$ cat src/sv/nth_weekday_of_month_core_defines.svh
// Assertion macros shared by the nth weekday of month RTL.
`ifndef NTH_WEEKDAY_OF_MONTH_CORE_DEFINES_SVH
`define NTH_WEEKDAY_OF_MONTH_CORE_DEFINES_SVH

// Checks that the consequent holds in the same cycle as the antecedent.
`define NWM_ASSERT_SAME(label, clk, rst_n, ante, cons) \
    label: assert property (@(posedge clk) disable iff (!rst_n) (ante) |-> (cons)) \
        else $error("nth weekday of month: same-cycle check failed");

// Checks that the consequent holds in the cycle after the antecedent.
`define NWM_ASSERT_NEXT(label, clk, rst_n, ante, cons) \
    label: assert property (@(posedge clk) disable iff (!rst_n) (ante) |=> (cons)) \
        else $error("nth weekday of month: next-cycle check failed");

`endif

$ cat src/sv/nwm_pkg.sv
// Package with codes, calendar tables and small arithmetic helpers for the block.
package nwm_pkg;

    localparam int YEAR_W  = 14;
    localparam int MONTH_W = 4;
    localparam int CODE_W  = 3;
    localparam int DAY_W   = 5;
    localparam int YY_W    = 15;
    localparam int PROD_W  = 27;
    localparam int QUOT_W  = 8;

    localparam logic [12:0] RECIP_100  = 13'd5243;
    localparam int          RECIP_SHFT = 19;
    localparam logic [8:0]  CYCLE_400  = 9'd400;
    localparam logic [6:0]  CENTURY    = 7'd100;
    localparam logic [2:0]  WEEKDAY_MAX = 3'd6;

    typedef enum logic [CODE_W-1:0] {
        WEEK_FIRST  = 3'd0,
        WEEK_SECOND = 3'd1,
        WEEK_THIRD  = 3'd2,
        WEEK_FOURTH = 3'd3,
        WEEK_FIFTH  = 3'd4,
        WEEK_TEENTH = 3'd5,
        WEEK_LAST   = 3'd6
    } week_code_t;

    function automatic logic [2:0] month_offset(input logic [MONTH_W-1:0] m);
        logic [2:0] r;
        case (m)
            4'd1:    r = 3'd0;
            4'd2:    r = 3'd3;
            4'd3:    r = 3'd2;
            4'd4:    r = 3'd5;
            4'd5:    r = 3'd0;
            4'd6:    r = 3'd3;
            4'd7:    r = 3'd5;
            4'd8:    r = 3'd1;
            4'd9:    r = 3'd4;
            4'd10:   r = 3'd6;
            4'd11:   r = 3'd2;
            4'd12:   r = 3'd4;
            default: r = 3'd0;
        endcase
        return r;
    endfunction

    function automatic logic [DAY_W-1:0] month_length(input logic [MONTH_W-1:0] m,
                                                      input logic leap);
        logic [DAY_W-1:0] r;
        case (m)
            4'd2:                    r = leap ? 5'd29 : 5'd28;
            4'd4, 4'd6, 4'd9, 4'd11: r = 5'd30;
            default:                 r = 5'd31;
        endcase
        return r;
    endfunction

    function automatic logic [DAY_W-1:0] week_start(input logic [CODE_W-1:0] w);
        logic [DAY_W-1:0] r;
        case (w)
            WEEK_FIRST:  r = 5'd1;
            WEEK_SECOND: r = 5'd8;
            WEEK_THIRD:  r = 5'd15;
            WEEK_FOURTH: r = 5'd22;
            WEEK_FIFTH:  r = 5'd29;
            WEEK_TEENTH: r = 5'd13;
            default:     r = 5'd0;
        endcase
        return r;
    endfunction

    // Since eight is one more than seven, summing octal digits keeps the residue.
    function automatic logic [2:0] mod7_6(input logic [5:0] a);
        logic [3:0] t;
        logic [2:0] r;
        t = {1'b0, a[5:3]} + {1'b0, a[2:0]};
        if (t >= 4'd14) begin
            r = 3'd0;
        end else if (t >= 4'd7) begin
            r = 3'(t - 4'd7);
        end else begin
            r = t[2:0];
        end
        return r;
    endfunction

    function automatic logic [2:0] mod7_15(input logic [YY_W-1:0] a);
        logic [5:0] s;
        s = {3'b0, a[14:12]} + {3'b0, a[11:9]} + {3'b0, a[8:6]}
          + {3'b0, a[5:3]} + {3'b0, a[2:0]};
        return mod7_6(s);
    endfunction

    // Difference of two weekdays, wrapped into the range zero to six.
    function automatic logic [2:0] sub7(input logic [2:0] a, input logic [2:0] b);
        logic [3:0] t;
        if (a >= b) begin
            t = {1'b0, a} - {1'b0, b};
        end else begin
            t = {1'b0, a} + 4'd7 - {1'b0, b};
        end
        return t[2:0];
    endfunction

endpackage

$ cat src/sv/nth_weekday_of_month_core.sv
// Top level: four-stage pipeline that finds the nth weekday of a Gregorian month.
//
// A query (year, month, week_code, weekday_code) is taken on the input channel
// with in_valid and in_ready; the answer (day_of_month, found) leaves on the
// output channel with out_valid and out_ready. week_code selects first to fifth,
// teenth or last. When no such day lies in the month, or the month or a code
// is out of range, day_of_month is 0 and found is low.
// The result passes through the stage one, two and three registers and the
// output register before its output transfer. While out_ready stays high,
// the pipeline takes one query per cycle, so throughput is one transfer per
// cycle; stage one holds the reciprocal multiplies for the century divisions,
// stage two the weekday sum and leap test, stage three the reduction modulo
// seven, stage four the day selection and the output register.
// Reset clears every valid bit; the pipeline is empty afterwards.
// When the receiver holds out_ready low, each stage keeps its item until the
// stage after it is free, and in_ready falls once all four stages are full.
// Nothing is dropped or repeated, and bubbles are squeezed out while stalled.
`include "nth_weekday_of_month_core_defines.svh"

module nth_weekday_of_month_core
    import nwm_pkg::*;
(
    input  logic                clk,
    input  logic                rst_n,
    input  logic                in_valid,
    output logic                in_ready,
    input  logic [YEAR_W-1:0]   year,
    input  logic [MONTH_W-1:0]  month,
    input  logic [CODE_W-1:0]   week_code,
    input  logic [CODE_W-1:0]   weekday_code,
    output logic                out_valid,
    input  logic                out_ready,
    output logic [DAY_W-1:0]    day_of_month,
    output logic                found
);

    logic en1, en2, en3, en4;

    logic                s1_valid_reg;
    logic [YEAR_W-1:0]   s1_year_reg;
    logic [MONTH_W-1:0]  s1_month_reg;
    logic [CODE_W-1:0]   s1_week_reg;
    logic [CODE_W-1:0]   s1_want_reg;
    logic                s1_ok_reg;
    logic [YY_W-1:0]     s1_yy_reg;
    logic [PROD_W-1:0]   s1_py_reg;
    logic [PROD_W-1:0]   s1_pr_reg;

    logic                s2_valid_reg;
    logic [CODE_W-1:0]   s2_week_reg;
    logic [CODE_W-1:0]   s2_want_reg;
    logic                s2_ok_reg;
    logic [YY_W-1:0]     s2_sum_reg;
    logic [DAY_W-1:0]    s2_len_reg;

    logic                s3_valid_reg;
    logic [CODE_W-1:0]   s3_week_reg;
    logic [CODE_W-1:0]   s3_want_reg;
    logic                s3_ok_reg;
    logic [2:0]          s3_w0_reg;
    logic [DAY_W-1:0]    s3_len_reg;

    logic                out_valid_reg;
    logic [DAY_W-1:0]    day_reg;
    logic                found_reg;

    logic [YY_W-1:0]     yy_next;
    logic                ok_next;
    logic [QUOT_W-1:0]   qy;
    logic [QUOT_W-1:0]   qr;
    logic [YY_W-1:0]     century_base;
    logic                leap;
    logic [YY_W-1:0]     sum_next;
    logic [DAY_W-1:0]    start_day;
    logic [2:0]          wl;
    logic [2:0]          ws;
    logic [DAY_W:0]      cand;
    logic [DAY_W-1:0]    day_next;
    logic                found_next;

    assign en4      = !out_valid_reg || out_ready;
    assign en3      = !s3_valid_reg || en4;
    assign en2      = !s2_valid_reg || en3;
    assign en1      = !s1_valid_reg || en2;
    assign in_ready = en1;

    // Stage one: shifted year and reciprocal products for the divisions by 100.
    always_comb
    begin
        yy_next = {1'b0, year} + {6'b0, CYCLE_400} - ((month < 4'd3) ? 15'd1 : 15'd0);
        ok_next = (month >= 4'd1) && (month <= 4'd12)
               && (week_code <= WEEK_LAST) && (weekday_code <= WEEKDAY_MAX);
    end

    always_ff @(posedge clk or negedge rst_n)
    begin
        if (!rst_n) begin
            s1_valid_reg <= 1'b0;
        end else if (en1) begin
            s1_valid_reg <= in_valid;
        end
    end

    always_ff @(posedge clk)
    begin
        if (en1 && in_valid) begin
            s1_year_reg  <= year;
            s1_month_reg <= month;
            s1_week_reg  <= week_code;
            s1_want_reg  <= weekday_code;
            s1_ok_reg    <= ok_next;
            s1_yy_reg    <= yy_next;
            s1_py_reg    <= PROD_W'(yy_next * RECIP_100);
            s1_pr_reg    <= PROD_W'({1'b0, year} * RECIP_100);
        end
    end

    // Stage two: weekday sum of day zero and the leap-year test.
    always_comb
    begin
        qy           = s1_py_reg[RECIP_SHFT +: QUOT_W];
        qr           = s1_pr_reg[RECIP_SHFT +: QUOT_W];
        century_base = YY_W'(qr * CENTURY);
        leap         = (s1_year_reg[1:0] == 2'b00)
                    && (({1'b0, s1_year_reg} != century_base) || (qr[1:0] == 2'b00));
        sum_next     = s1_yy_reg + {2'b0, s1_yy_reg[YY_W-1:2]}
                     - {7'b0, qy} + {9'b0, qy[QUOT_W-1:2]}
                     + {12'b0, month_offset(s1_month_reg)};
    end

    always_ff @(posedge clk or negedge rst_n)
    begin
        if (!rst_n) begin
            s2_valid_reg <= 1'b0;
        end else if (en2) begin
            s2_valid_reg <= s1_valid_reg;
        end
    end

    always_ff @(posedge clk)
    begin
        if (en2 && s1_valid_reg) begin
            s2_week_reg <= s1_week_reg;
            s2_want_reg <= s1_want_reg;
            s2_ok_reg   <= s1_ok_reg;
            s2_sum_reg  <= sum_next;
            s2_len_reg  <= month_length(s1_month_reg, leap);
        end
    end

    // Stage three: weekday of day zero of the month.
    always_ff @(posedge clk or negedge rst_n)
    begin
        if (!rst_n) begin
            s3_valid_reg <= 1'b0;
        end else if (en3) begin
            s3_valid_reg <= s2_valid_reg;
        end
    end

    always_ff @(posedge clk)
    begin
        if (en3 && s2_valid_reg) begin
            s3_week_reg <= s2_week_reg;
            s3_want_reg <= s2_want_reg;
            s3_ok_reg   <= s2_ok_reg;
            s3_w0_reg   <= mod7_15(s2_sum_reg);
            s3_len_reg  <= s2_len_reg;
        end
    end

    // Stage four: forward search from the start day or backward from the last day.
    always_comb
    begin
        start_day  = week_start(s3_week_reg);
        wl         = mod7_6({1'b0, s3_len_reg} + {3'b0, s3_w0_reg});
        ws         = mod7_6({1'b0, start_day} + {3'b0, s3_w0_reg});
        cand       = {1'b0, start_day} + {3'b0, sub7(s3_want_reg, ws)};
        day_next   = '0;
        found_next = 1'b0;
        if (s3_ok_reg) begin
            if (s3_week_reg == WEEK_LAST) begin
                day_next   = s3_len_reg - {2'b0, sub7(wl, s3_want_reg)};
                found_next = 1'b1;
            end else if (cand <= {1'b0, s3_len_reg}) begin
                day_next   = cand[DAY_W-1:0];
                found_next = 1'b1;
            end
        end
    end

    always_ff @(posedge clk or negedge rst_n)
    begin
        if (!rst_n) begin
            out_valid_reg <= 1'b0;
        end else if (en4) begin
            out_valid_reg <= s3_valid_reg;
        end
    end

    always_ff @(posedge clk)
    begin
        if (en4 && s3_valid_reg) begin
            day_reg   <= day_next;
            found_reg <= found_next;
        end
    end

    assign out_valid    = out_valid_reg;
    assign day_of_month = day_reg;
    assign found        = found_reg;

    `NWM_ASSERT_SAME(a_none_is_zero, clk, rst_n, out_valid_reg && !found_reg, day_reg == '0)
    `NWM_ASSERT_NEXT(a_bad_code_not_found, clk, rst_n,
                     s3_valid_reg && en4 && !s3_ok_reg, !found_reg)
    `NWM_ASSERT_NEXT(a_last_always_found, clk, rst_n,
                     s3_valid_reg && en4 && s3_ok_reg && (s3_week_reg == WEEK_LAST),
                     found_reg && (day_reg > 5'd21))

endmodule

$ cat config.mk
export PLATFORM = sky130hd
export DESIGN_NAME = nth_weekday_of_month_core
export DESIGN_NICKNAME = d
export VERILOG_FILES = /design/src/sv/nwm_pkg.sv /design/src/sv/nth_weekday_of_month_core.sv
export VERILOG_INCLUDE_DIRS = /design/src /design/src/sv
export SDC_FILE = /design/constraint.sdc
export NUM_CORES = 1
export LEC_CHECK = 0
export BUFFER_PORTS_ARGS = -buffer_cell sky130_fd_sc_hd__buf_2
export CAP_MARGIN = 25
export CORE_MARGIN = 4
export CORE_UTILIZATION = 30
export DETAILED_ROUTE_END_ITERATION = 6
export HOLD_SLACK_MARGIN = 0.03
export SLEW_MARGIN = 20
export SYNTH_ARGS = -nofsm -noshare
export SYNTH_HDL_FRONTEND = slang
export SYNTH_SLANG_ARGS = --single-unit
$ cat constraint.sdc
create_clock -name clk -period 9.1 [get_ports clk]
set_clock_uncertainty 0.2 [all_clocks]
set_input_delay 0.91 -clock clk [delete_from_list [all_inputs] [get_ports clk]]
set_output_delay 0.91 -clock clk [all_outputs]
set_load 0.02 [all_outputs]
* After elaboration in Yosys (flattened, before gate mapping)
Memories as Yosys holds them, arrays and structs flattened. A register that Yosys moved wholly into a read port is not among the register bits.
Index checks and enable logic that the tools add are counted.
** Storage, ports and cells
- Memories kept :: 1
- Register bits after elaboration :: 146
- Output and inout port bits :: 8
- ROM bits :: 48
- Word-level logic and storage cells :: 119
** Operators by class
- Reduce and logical (&&, ||, !) cells :: 21
- Multipliers :: 3
- Add/sub/neg operators :: 26
- Order comparisons :: 14
- Multiplexer cells :: 18
- Equality and inequality tests :: 12
** Memories
- (name not given) :: depth 16, width 3, read ports 1, clocked after Yosys merged registers in 1, wr ports 0, line nwm_pkg.sv:30 : case (m)
** Operator list (number)
- 5-bit case mux with 6 select lines :: 1
- 14-bit by 13-bit multiplier with 27-bit output (second input constant) :: 1
- 15-bit by 13-bit multiplier with 27-bit output (second input constant) :: 1
- 3-bit 2-to-1 mux :: 9
- 5-bit by 3-bit adder with 6-bit output :: 4
- 3-bit by 3-bit adder with 4-bit output :: 4
- 14-bit by 9-bit adder with 15-bit output (second input constant) :: 1
- 15-bit by 13-bit adder with 15-bit output :: 1
- 15-bit by 3-bit adder with 15-bit output :: 1
- 15-bit by 6-bit adder with 15-bit output :: 1
- 14-bit by 15-bit inequality test with 1-bit output :: 1
- 15-bit by 1-bit subtractor with 15-bit output :: 1
- 15-bit by 8-bit subtractor with 15-bit output :: 1
- 8-bit by 5-bit multiplier with 13-bit output (second input constant) :: 1
- 4-bit by 3-bit greater-or-equal comparator with 1-bit output (second input constant) :: 3
- 4-bit greater-or-equal comparator (second input constant) :: 3
- 3-bit subtractor :: 4
- 5-bit 2-to-1 mux :: 2
- 3-bit == test (second input constant) :: 3
- 3-bit subtractor (second input constant) :: 3
- 4-bit by 3-bit == test with 1-bit output (second input constant) :: 2
- 4-bit == test (second input constant) :: 2
- 1-bit logical AND :: 8
- 3-bit adder (second input constant) :: 2
- other kinds (20) :: 34

* Depth between registers and ports, before layout
Gate-level depths: netlist (run 1).
- Depth in word-level cells :: 13
- Gate-level depth with buffers :: 32
- Mapped depth without buffers :: 32

* Worst setup path before layout (run 1)
OpenSTA, ideal clock, no wires.
- Path kind :: in2reg
- Start point :: input month[1]
- End point :: register s1_py_reg[26] (data pin)
- Required time :: 8.636 ns
- Stages :: 32
- Arrival :: 8.020 ns
- Path slack :: 0.616 ns
- Library setup time :: 0.264 ns
- Path through :: a211oi_1 -> ha_1 -> inv_1 -> ha_1 -> inv_1 -> fa_1 -> nor2b_1 -> o21ai_1 -> nand2b_1 -> a211o_1 -> a211o_1 -> a211o_1 -> a21oi_1 -> o21ai_1 -> xnor2_1 -> ha_1 -> fa_1 -> inv_1 -> fa_1 -> inv_1 -> fa_1 -> fa_1 -> ha_1 -> a21o_1 -> a221oi_2 -> nor2_1 -> a21oi_1 -> o21ai_2 -> o41a_1 -> and4_4 -> a2111oi_4 -> xnor2_1
** Between the ends
- Word-level cells in the longest chain between the ends :: 4
** Ends and longest elaborated chain
- from (decl) :: line nth_weekday_of_month_core.sv:28 : input logic [MONTH_W-1:0] month,
- 4-bit by 2-bit less-than comparator with 1-bit output :: line nth_weekday_of_month_core.sv:90 : yy_next = {1'b0, year} + {6'b0, CYCLE_400} - ((month < 4'd3) ? 15'd1 : 15'd0);
- 1-bit 2-to-1 mux :: line nth_weekday_of_month_core.sv:90
- 15-bit by 1-bit subtractor with 15-bit output :: line nth_weekday_of_month_core.sv:90
- via yy_next[13] :: line nth_weekday_of_month_core.sv:67 : logic [YY_W-1:0] yy_next;
- 15-bit by 13-bit multiplier with 27-bit output :: line nth_weekday_of_month_core.sv:113 : s1_py_reg <= PROD_W'(yy_next * RECIP_100);
- to (signal assigned) :: line nth_weekday_of_month_core.sv:113
- to (decl) :: line nth_weekday_of_month_core.sv:46 : logic [PROD_W-1:0] s1_py_reg;
The timed path passes the listed nets, and every way through them passes these cells.
A chain may end at the register's enable or synchronous reset.

* Final worst setup path (run 1)
Ends and elaborated chain as after synthesis.

==> results.cfg, run 1 <==
[placed_design]
pre_cts_slack_ps = 19.6
gp_congestion = 0.838
dp_hpwl_um = 24600
port_buffers = 35

[layout]
drive_gt1_share_pct = 6.19
syn2layout_area_growth_pct = 9.34
antennaDiodeCount = 0
nNetsFinal = 1907

[global_routing]
grt.total_usage_pct = 11.3
antenna_found_initial = 0
grt_first_pass_wirelength_um = 48500
overflow = 0
grt_pass1_vias = 9877
grt_max_degree = 59

[timing]
tns_ps = 0
finalWorstSetupSlack_ps = 370
worstMarginPinSlew_ps = 985
period_minus_slack_ps = 8730
slew_headroom_pct = 33.9
drv_slew = 0
hold_viol = 0
period_share_pct = 95.9
max_freq_mhz = 115
rsz0062_at_grt = no
setup_viol = 0

[floorplanning]
io_pins = 36
core_area_sq_mm = 0.0477
placementRows = 80
die_w_um = 228
die_area_sq_mm = 0.0518
die_h_um = 228
start_util_pct = 30.3

[worst_setup_path]
end_kind = flop
cp.required_ps = 9010
crit_top_cell = fa_1
r2r_slack_ps = 1510
crit_buf_inv = 6
max_stage_delay_ps = 510
worst_r2r_path_depth = 30
critPathTopFamily = compound AO/OA/AOI/OAI gates
cp_data_arrival_time_ps = 8640
worstSetupStartpointType = primary input
path_class = primary input to flop
crit_fanout = 5
cp.depth = 34
critPathSlowestCell = fa_1

[drt]
num_vias = 9013
drtIter0Drc = 275
vias_per_cell = 4.50
drt_first_pass_iters = 6
drtAntennaViolNets = 0
route.detailed.drc = 0
routedWlPerCell_um = 14.0
finalWirelength_um = 28000

[logic_synthesis]
synth_ff_type = edfxtp_1
synth_edf_count = 98
syn_nets = 1849
async_reset_ff_share_pct = 3.81
syn_inst = 1327
yosysUniqueCellTypes = 64
ys_seq_area_share_pct = 21.4
synth_area_sq_mm = 0.0145
synth-seq-cells = 105
syn_avg_cell_area_sq_um = 10.9
yosysWarnings = 0

[clock_network]
clkTransAtPathRegs_ps = 80
cts_tree = yes
root_buffer = clkbuf_16
htreeDepth = 3
hold_buffers = 0
cts_made_buffers = 9
cts_buffer_depth = 2
post_cts_buffers = 0
cts.sinks = 105
clock_latency_ps = 350
ctsResizeCount = 0

[run]
max-cap-violations = 0

[hold_path]
hold_class = primary input to asynchronous set/reset pin

[status]
status = complete, no violations
-- per-layer routing --
metal  global-route usage [%]  vias to the layer above  routed length, um
met1                     14.4                     4406              12900
li1                         -                     4497                  -
met3                     1.51                       27                639
met4                     2.05                        0                328
met2                     20.7                       83              14200
met5                        0                        -                  0
-- cell usage after synthesis, drive strengths merged (3+ instances only) --
cell	count	share of area (%)
ha	326	28
o31ai	5	0.26
o211ai	4	0.24
nor3	10	0.35
nor2b	13	0.56
nand4	3	0.13
a21o	28	1.5
a211oi	7	0.36
inv	325	8.4
a21oi	44	1.5
a31oi	4	0.17
and2	3	0.13
dfxtp	3	0.41
and4	3	0.20
nand2b	8	0.35
o21a	8	0.41
nand3	11	0.38
nand2	33	0.86
mux2i	11	0.76
xnor2	57	3.4
and3	6	0.26
dfrtp	4	0.69
nor2	39	1.0
xor2	27	1.6
a211o	5	0.30
mux2	3	0.23
fa	168	23
a2111oi	4	0.46
or2	5	0.22
edfxtp	98	20
o21ai	33	1.2
-- worst paths after layout --
path,endpoint,from
worst max-delay path,s1_py_reg[26]$_DFFE_PP_,month[1]
worst min-delay path,out_valid$_DFFE_PN0P_,rst_n
worst max register to register,day_of_month[0]$_SDFFCE_PN0P_,s3_week_reg[1]$_DFFE_PP_
worst min register to register,s3_want_reg[1]$_DFFE_PP_,s2_want_reg[1]$_DFFE_PP_
max in group asynchronous,s1_valid_reg$_DFFE_PN0N_,rst_n
min in group clk,s3_want_reg[1]$_DFFE_PP_,s2_want_reg[1]$_DFFE_PP_
-- area by class of cell --
type	count	area, sq um
fill	4792	31900
multi-input combinational	895	10200
sequential	105	3100
inverter	325	1220
tap	615	769
timing repair buffer	49	288
clock buffer	10	229
clock inverter	6	73.8
-- worst reg2reg max path: cells and delay by family, from the launching register on --
kind,cells,cell delay (ps)
multiplexers,2,430
adder cells (fa/ha/maj),5,1720
AND/OR/NAND/NOR,6,1250
XOR/XNOR,4,540
AO/OA/AOI/OAI,11,2490
buffers and inverters,2,130
flip-flops,1,560
-- layout by cell type (no fill, tap or decap), types with 6 or more instances in the layout --
cell       count
nor3_1        10
and3_1         6
edfxtp_1      98
o21ai_0       28
nand3_1       11
nor2b_1       13
nor2_1        39
buf_4         13
ha_1         326
nand2_1       33
xnor2_1       57
mux2i_1       11
nand2b_1       8
a211oi_1       7
clkbuf_16      9
xor2_1        27
a21oi_1       44
inv_1        323
buf_2         35
o21a_1         8
a21o_1        28
fa_1         168
-- cells by family (layout without fill, tap and decap cells) --
group / after synthesis / count (layout) / synth area share (%)
buffers and inverters: 327 / 390 / 8.48
multiplexers: 14 / 14 / 0.994
XOR/XNOR: 84 / 84 / 5.08
AO/OA/AOI/OAI: 158 / 158 / 7.63
adder cells (fa/ha/maj): 495 / 495 / 51.5
flip-flops: 105 / 105 / 21.4
AND/OR/NAND/NOR: 144 / 144 / 4.93
-- stage by stage --
step / utilization [%] / area, sq um / std cells / hold WS, ps
after global placement: 32.5 / 15500 / 1988 / 201
final: 33.2 / 15800 / 2005 / 150
after CTS: 33.2 / 15800 / 2005 / 136
after floorplan: - / 14500 / 1327 / 200
after detailed placement: 32.5 / 15500 / 1989 / 205
after global routing: 33.2 / 15800 / 2005 / 137
Power of run 1 is left out: the tool's default activity adds up to more than one toggle a clock period on the data nets, which glitch-free logic cannot reach.
==> inputs of run 2 (changes only) <==
Clock period 9.1 ns to 8.46 ns, I/O delays scaled along.
==> run 2 against run 1 <==
Against the previous run: critical path depth grew 2; via count is 0.17% higher; worst hold slack got worse by 66 ps; non-clock buffer count rose by 28; global-route usage is 0.62 points lower; clock-buffer cell count shrank 1; design area increased by 1.8%; die area is the same; sequential share of layout area shrank 0.35 points; wire length down 3.8%; core utilization grew 0.59 points; first-iteration DRC count shrank 12%; highest routed layer unchanged.
==> results.cfg, run 2 (same netlist as run 1, synthesis figures left out) <==
[status]
status = complete, no violations

[clock_network]
clkTransAtPathRegs_ps = 80
cts_tree = yes
clock_latency_ps = 360
cts_made_buffers = 9
htreeDepth = 3
root_buffer = clkbuf_16
cts.sinks = 105
cts_buffer_depth = 2

[global_routing]
grt_first_pass_wirelength_um = 46200
grtUsageMet1_pct = 13.9
grt.total_usage_pct = 10.7
use_met2_pct = 19.4
gr-usage-met3_pct = 1.06
top_usage_layer = met2
antenna_found_initial = 0
grt_pass1_vias = 9617
overflow = 0
grt_max_degree = 59

[floorplanning]
die_w_um = 228
core_area_sq_mm = 0.0477
die_area_sq_mm = 0.0518
placementRows = 80
die_h_um = 228
io_pins = 36
start_util_pct = 30.3

[timing]
drv_slew = 0
slew_headroom_pct = 36.1
max_freq_mhz = 124
setup_viol = 0
hold_viol = 0
period_minus_slack_ps = 8090
rsz0062_at_grt = no
worstMarginPinSlew_ps = 952
period_share_pct = 95.6

[worst_setup_path]
cp_data_arrival_time_ps = 8000
critPathTopFamily = adder cells
crit_buf_inv = 10
max_stage_delay_ps = 550
worstSetupStartpointType = primary input
cp.required_ps = 8380
crit_top_cell = buf_4
path_class = primary input to flop
crit_fanout = 7
critPathSlowestCell = fa_2
end_kind = flop

[layout]
final_cell_mix = ha_1 (324), inv_1 (323), fa_1 (165)
final_common_cell = ha_1
antennaDiodeCount = 0
final_util_pct = 33.8
nNetsFinal = 1935
drive_gt1_share_pct = 8.89
syn2layout_area_growth_pct = 11.3
final_area_sq_mm = 0.0161

[drt]
routedWlPerCell_um = 13.2
finalWirelength_um = 26900
drtIter0Drc = 242
route.detailed.drc = 0
drt_first_pass_iters = 4
drtAntennaViolNets = 0
num_vias = 9028
vias_per_cell = 4.44

[placed_design]
port_buffers = 35
dp_hpwl_um = 24000
dpl-instance-area_sq_mm = 0.0157
gp_congestion = 0.854

[run]
max-cap-violations = 0

[hold_path]
hold_class = primary input to asynchronous set/reset pin
run 2: layout make-up:
class / count / area, sq um
clock buffer: 9 / 225
clock inverter: 7 / 88.8
fill: 4753 / 31600
inverter: 325 / 1220
multi-input combinational: 895 / 10200
sequential: 105 / 3100
tap: 615 / 769
timing repair buffer: 77 / 490
run 2: stage by stage:
stage	std cells	hold WS, ps	setup slack (ps)	TNS (ps)
6_report	2033	83.2	371	0
5_1_grt	2033	77.1	21.1	0
4_1_cts	2030	68.9	42.7	0
3_5_place_dp	2014	205	-398	-980
3_3_place_gp	2014	202	-300	-669
2_1_floorplan	1327	200	39.7	0
run 2: timing repair:
| item | in CTS | in global routing |
|---|---|---|
| gates resized for setup | 1 | 11 |
| pin swaps | 0 | 10 |
| setup buffers | 0 | 3 |
| hold buffers | 0 | 0 |
| endpoints found under the setup margin | 2 | 3 |
run 2: final timing paths:
kind	from	end	slack, ps	cells after the start
worst max-delay path	month[1]	s1_py_reg[25]$_DFFE_PP_	370	36
worst max register to register	s3_week_reg[1]$_DFFE_PP_	day_of_month[3]$_SDFFCE_PN0P_	950	28
worst min register to register	s2_week_reg[1]$_DFFE_PP_	s3_week_reg[1]$_DFFE_PP_	220	0
max in group asynchronous	rst_n	s1_valid_reg$_DFFE_PN0N_	7850	1
min in group clk	s2_week_reg[1]$_DFFE_PP_	s3_week_reg[1]$_DFFE_PP_	220	0
worst min-delay path	rst_n	s3_valid_reg$_DFFE_PN0P_	80	1
run 2: layer usage:
layer | up-vias | share of wire [%]
met1 | 4384 | 48
met4 | 0 | 1.1
met2 | 73 | 49
met5 | - | 0
li1 | 4550 | -
met3 | 21 | 1.7
Power of run 2 is left out for the same reason.
==> inputs of run 3 (changes only) <==
Clock period 8.46 ns to 9.7 ns, I/O delays scaled along.
==> run 3 against run 2 <==
Against the previous run: worst setup slack improved by 600 ps; die area unchanged; design area decreased by 1.9%; non-clock buffer count decreased by 30; core utilization decreased by 0.66 points; clock-buffer cell count unchanged; global-route usage increased by 0.34 points; highest routed layer unchanged; wire length increased by 2.3%.
==> results.cfg, run 3 (same netlist as run 1, synthesis figures left out) <==
[clock_network]
hold_buffers = 0
cts_made_buffers = 9
cts.sinks = 105
clkTransAtPathRegs_ps = 80
ctsResizeCount = 0
cts_tree = yes
clock_latency_ps = 350
cts_buffer_depth = 2
root_buffer = clkbuf_16
post_cts_buffers = 0
htreeDepth = 3

[worst_setup_path]
end_kind = flop
cp_data_arrival_time_ps = 8630
crit_fanout = 5
cp.required_ps = 9600
max_stage_delay_ps = 510
worstSetupStartpointType = primary input
path_class = primary input to flop
r2r_slack_ps = 2140
worst_r2r_path_depth = 29
crit_top_cell = fa_1
critPathSlowestCell = fa_1

[drt]
drt_first_pass_iters = 4
vias_per_cell = 4.47
drtAntennaViolNets = 0
routedWlPerCell_um = 13.8
drtIter0Drc = 295
route.detailed.drc = 0
finalWirelength_um = 27600
num_vias = 8963

[floorplanning]
die_w_um = 228
core_area_sq_mm = 0.0477
start_util_pct = 30.3
die_area_sq_mm = 0.0518
placementRows = 80
io_pins = 36
die_h_um = 228

[global_routing]
grt.total_usage_pct = 11.0
gr-usage-met3_pct = 1.02
use_met2_pct = 20.0
grt_max_degree = 59
antenna_found_initial = 0
grtUsageMet1_pct = 14.4
grt_pass1_vias = 9762
overflow = 0
top_usage_layer = met2
grt_first_pass_wirelength_um = 47600

[layout]
final_common_cell = ha_1
syn2layout_area_growth_pct = 9.14
drive_gt1_share_pct = 6.20
final_cell_mix = ha_1 (326), inv_1 (323), fa_1 (168)
antennaDiodeCount = 0
final_util_pct = 33.1
nNetsFinal = 1905

[timing]
max_freq_mhz = 115
rsz0062_at_grt = no
period_minus_slack_ps = 8730
period_share_pct = 90.0
worstMarginPinSlew_ps = 927
setup_viol = 0
slew_headroom_pct = 37.7
drv_slew = 0
hold_viol = 0
tns_ps = 0

[hold_path]
hold_class = primary input to asynchronous set/reset pin

[status]
status = complete, no violations

[placed_design]
gp_congestion = 0.851
dp_hpwl_um = 24100
port_buffers = 35

[run]
max-cap-violations = 0
## run 3: layer usage
layer	up-vias	wire [um]
met5	-	0
met4	0	320
met3	25	554
met2	90	13800
met1	4368	12900
li1	4480	-
## run 3: cell type report
type / count / area, sq um
multi-input cells: 895 / 10200
clock inverters: 7 / 70.1
clock buffers: 9 / 225
repair buffers: 47 / 265
inverters: 325 / 1220
fillers: 4830 / 31900
flip-flops and latches: 105 / 3100
well taps: 615 / 769
## run 3: path summary, 6_finish.rpt
check	startpoint	endpoint
setup / recovery	month[1]	s1_py_reg[26]$_DFFE_PP_
hold / removal	rst_n	out_valid$_DFFE_PN0P_
setup reg to reg	s3_week_reg[1]$_DFFE_PP_	day_of_month[0]$_SDFFCE_PN0P_
hold reg to reg	s1_week_reg[0]$_DFFE_PP_	s2_week_reg[0]$_DFFE_PP_
max in group asynchronous	rst_n	s3_valid_reg$_DFFE_PN0P_
min in group clk	s1_week_reg[0]$_DFFE_PP_	s2_week_reg[0]$_DFFE_PP_
## run 3: through the flow
| stage | hold WS (ps) | std cells | instance area, sq um | setup WS [ps] |
|---|---|---|---|---|
| 3_3_place_gp | 200 | 1987 | 15500 | 735 |
| 5_1_grt | 193 | 2003 | 15800 | 596 |
| 4_1_cts | 192 | 2003 | 15800 | 978 |
| 6_report | 201 | 2003 | 15800 | 975 |
| 3_5_place_dp | 205 | 1987 | 15500 | 636 |
| 2_1_floorplan | 200 | 1327 | 14500 | 1160 |
## run 3: worst max-delay path: cells and delay by family
kind            cells  cell delay, ps
simple gates        4             450
xor+xnor            2             460
compound gates     13            3100
buf+inv             6             520
fa+ha+maj           9            3080
Power of run 3 is left out for the same reason.
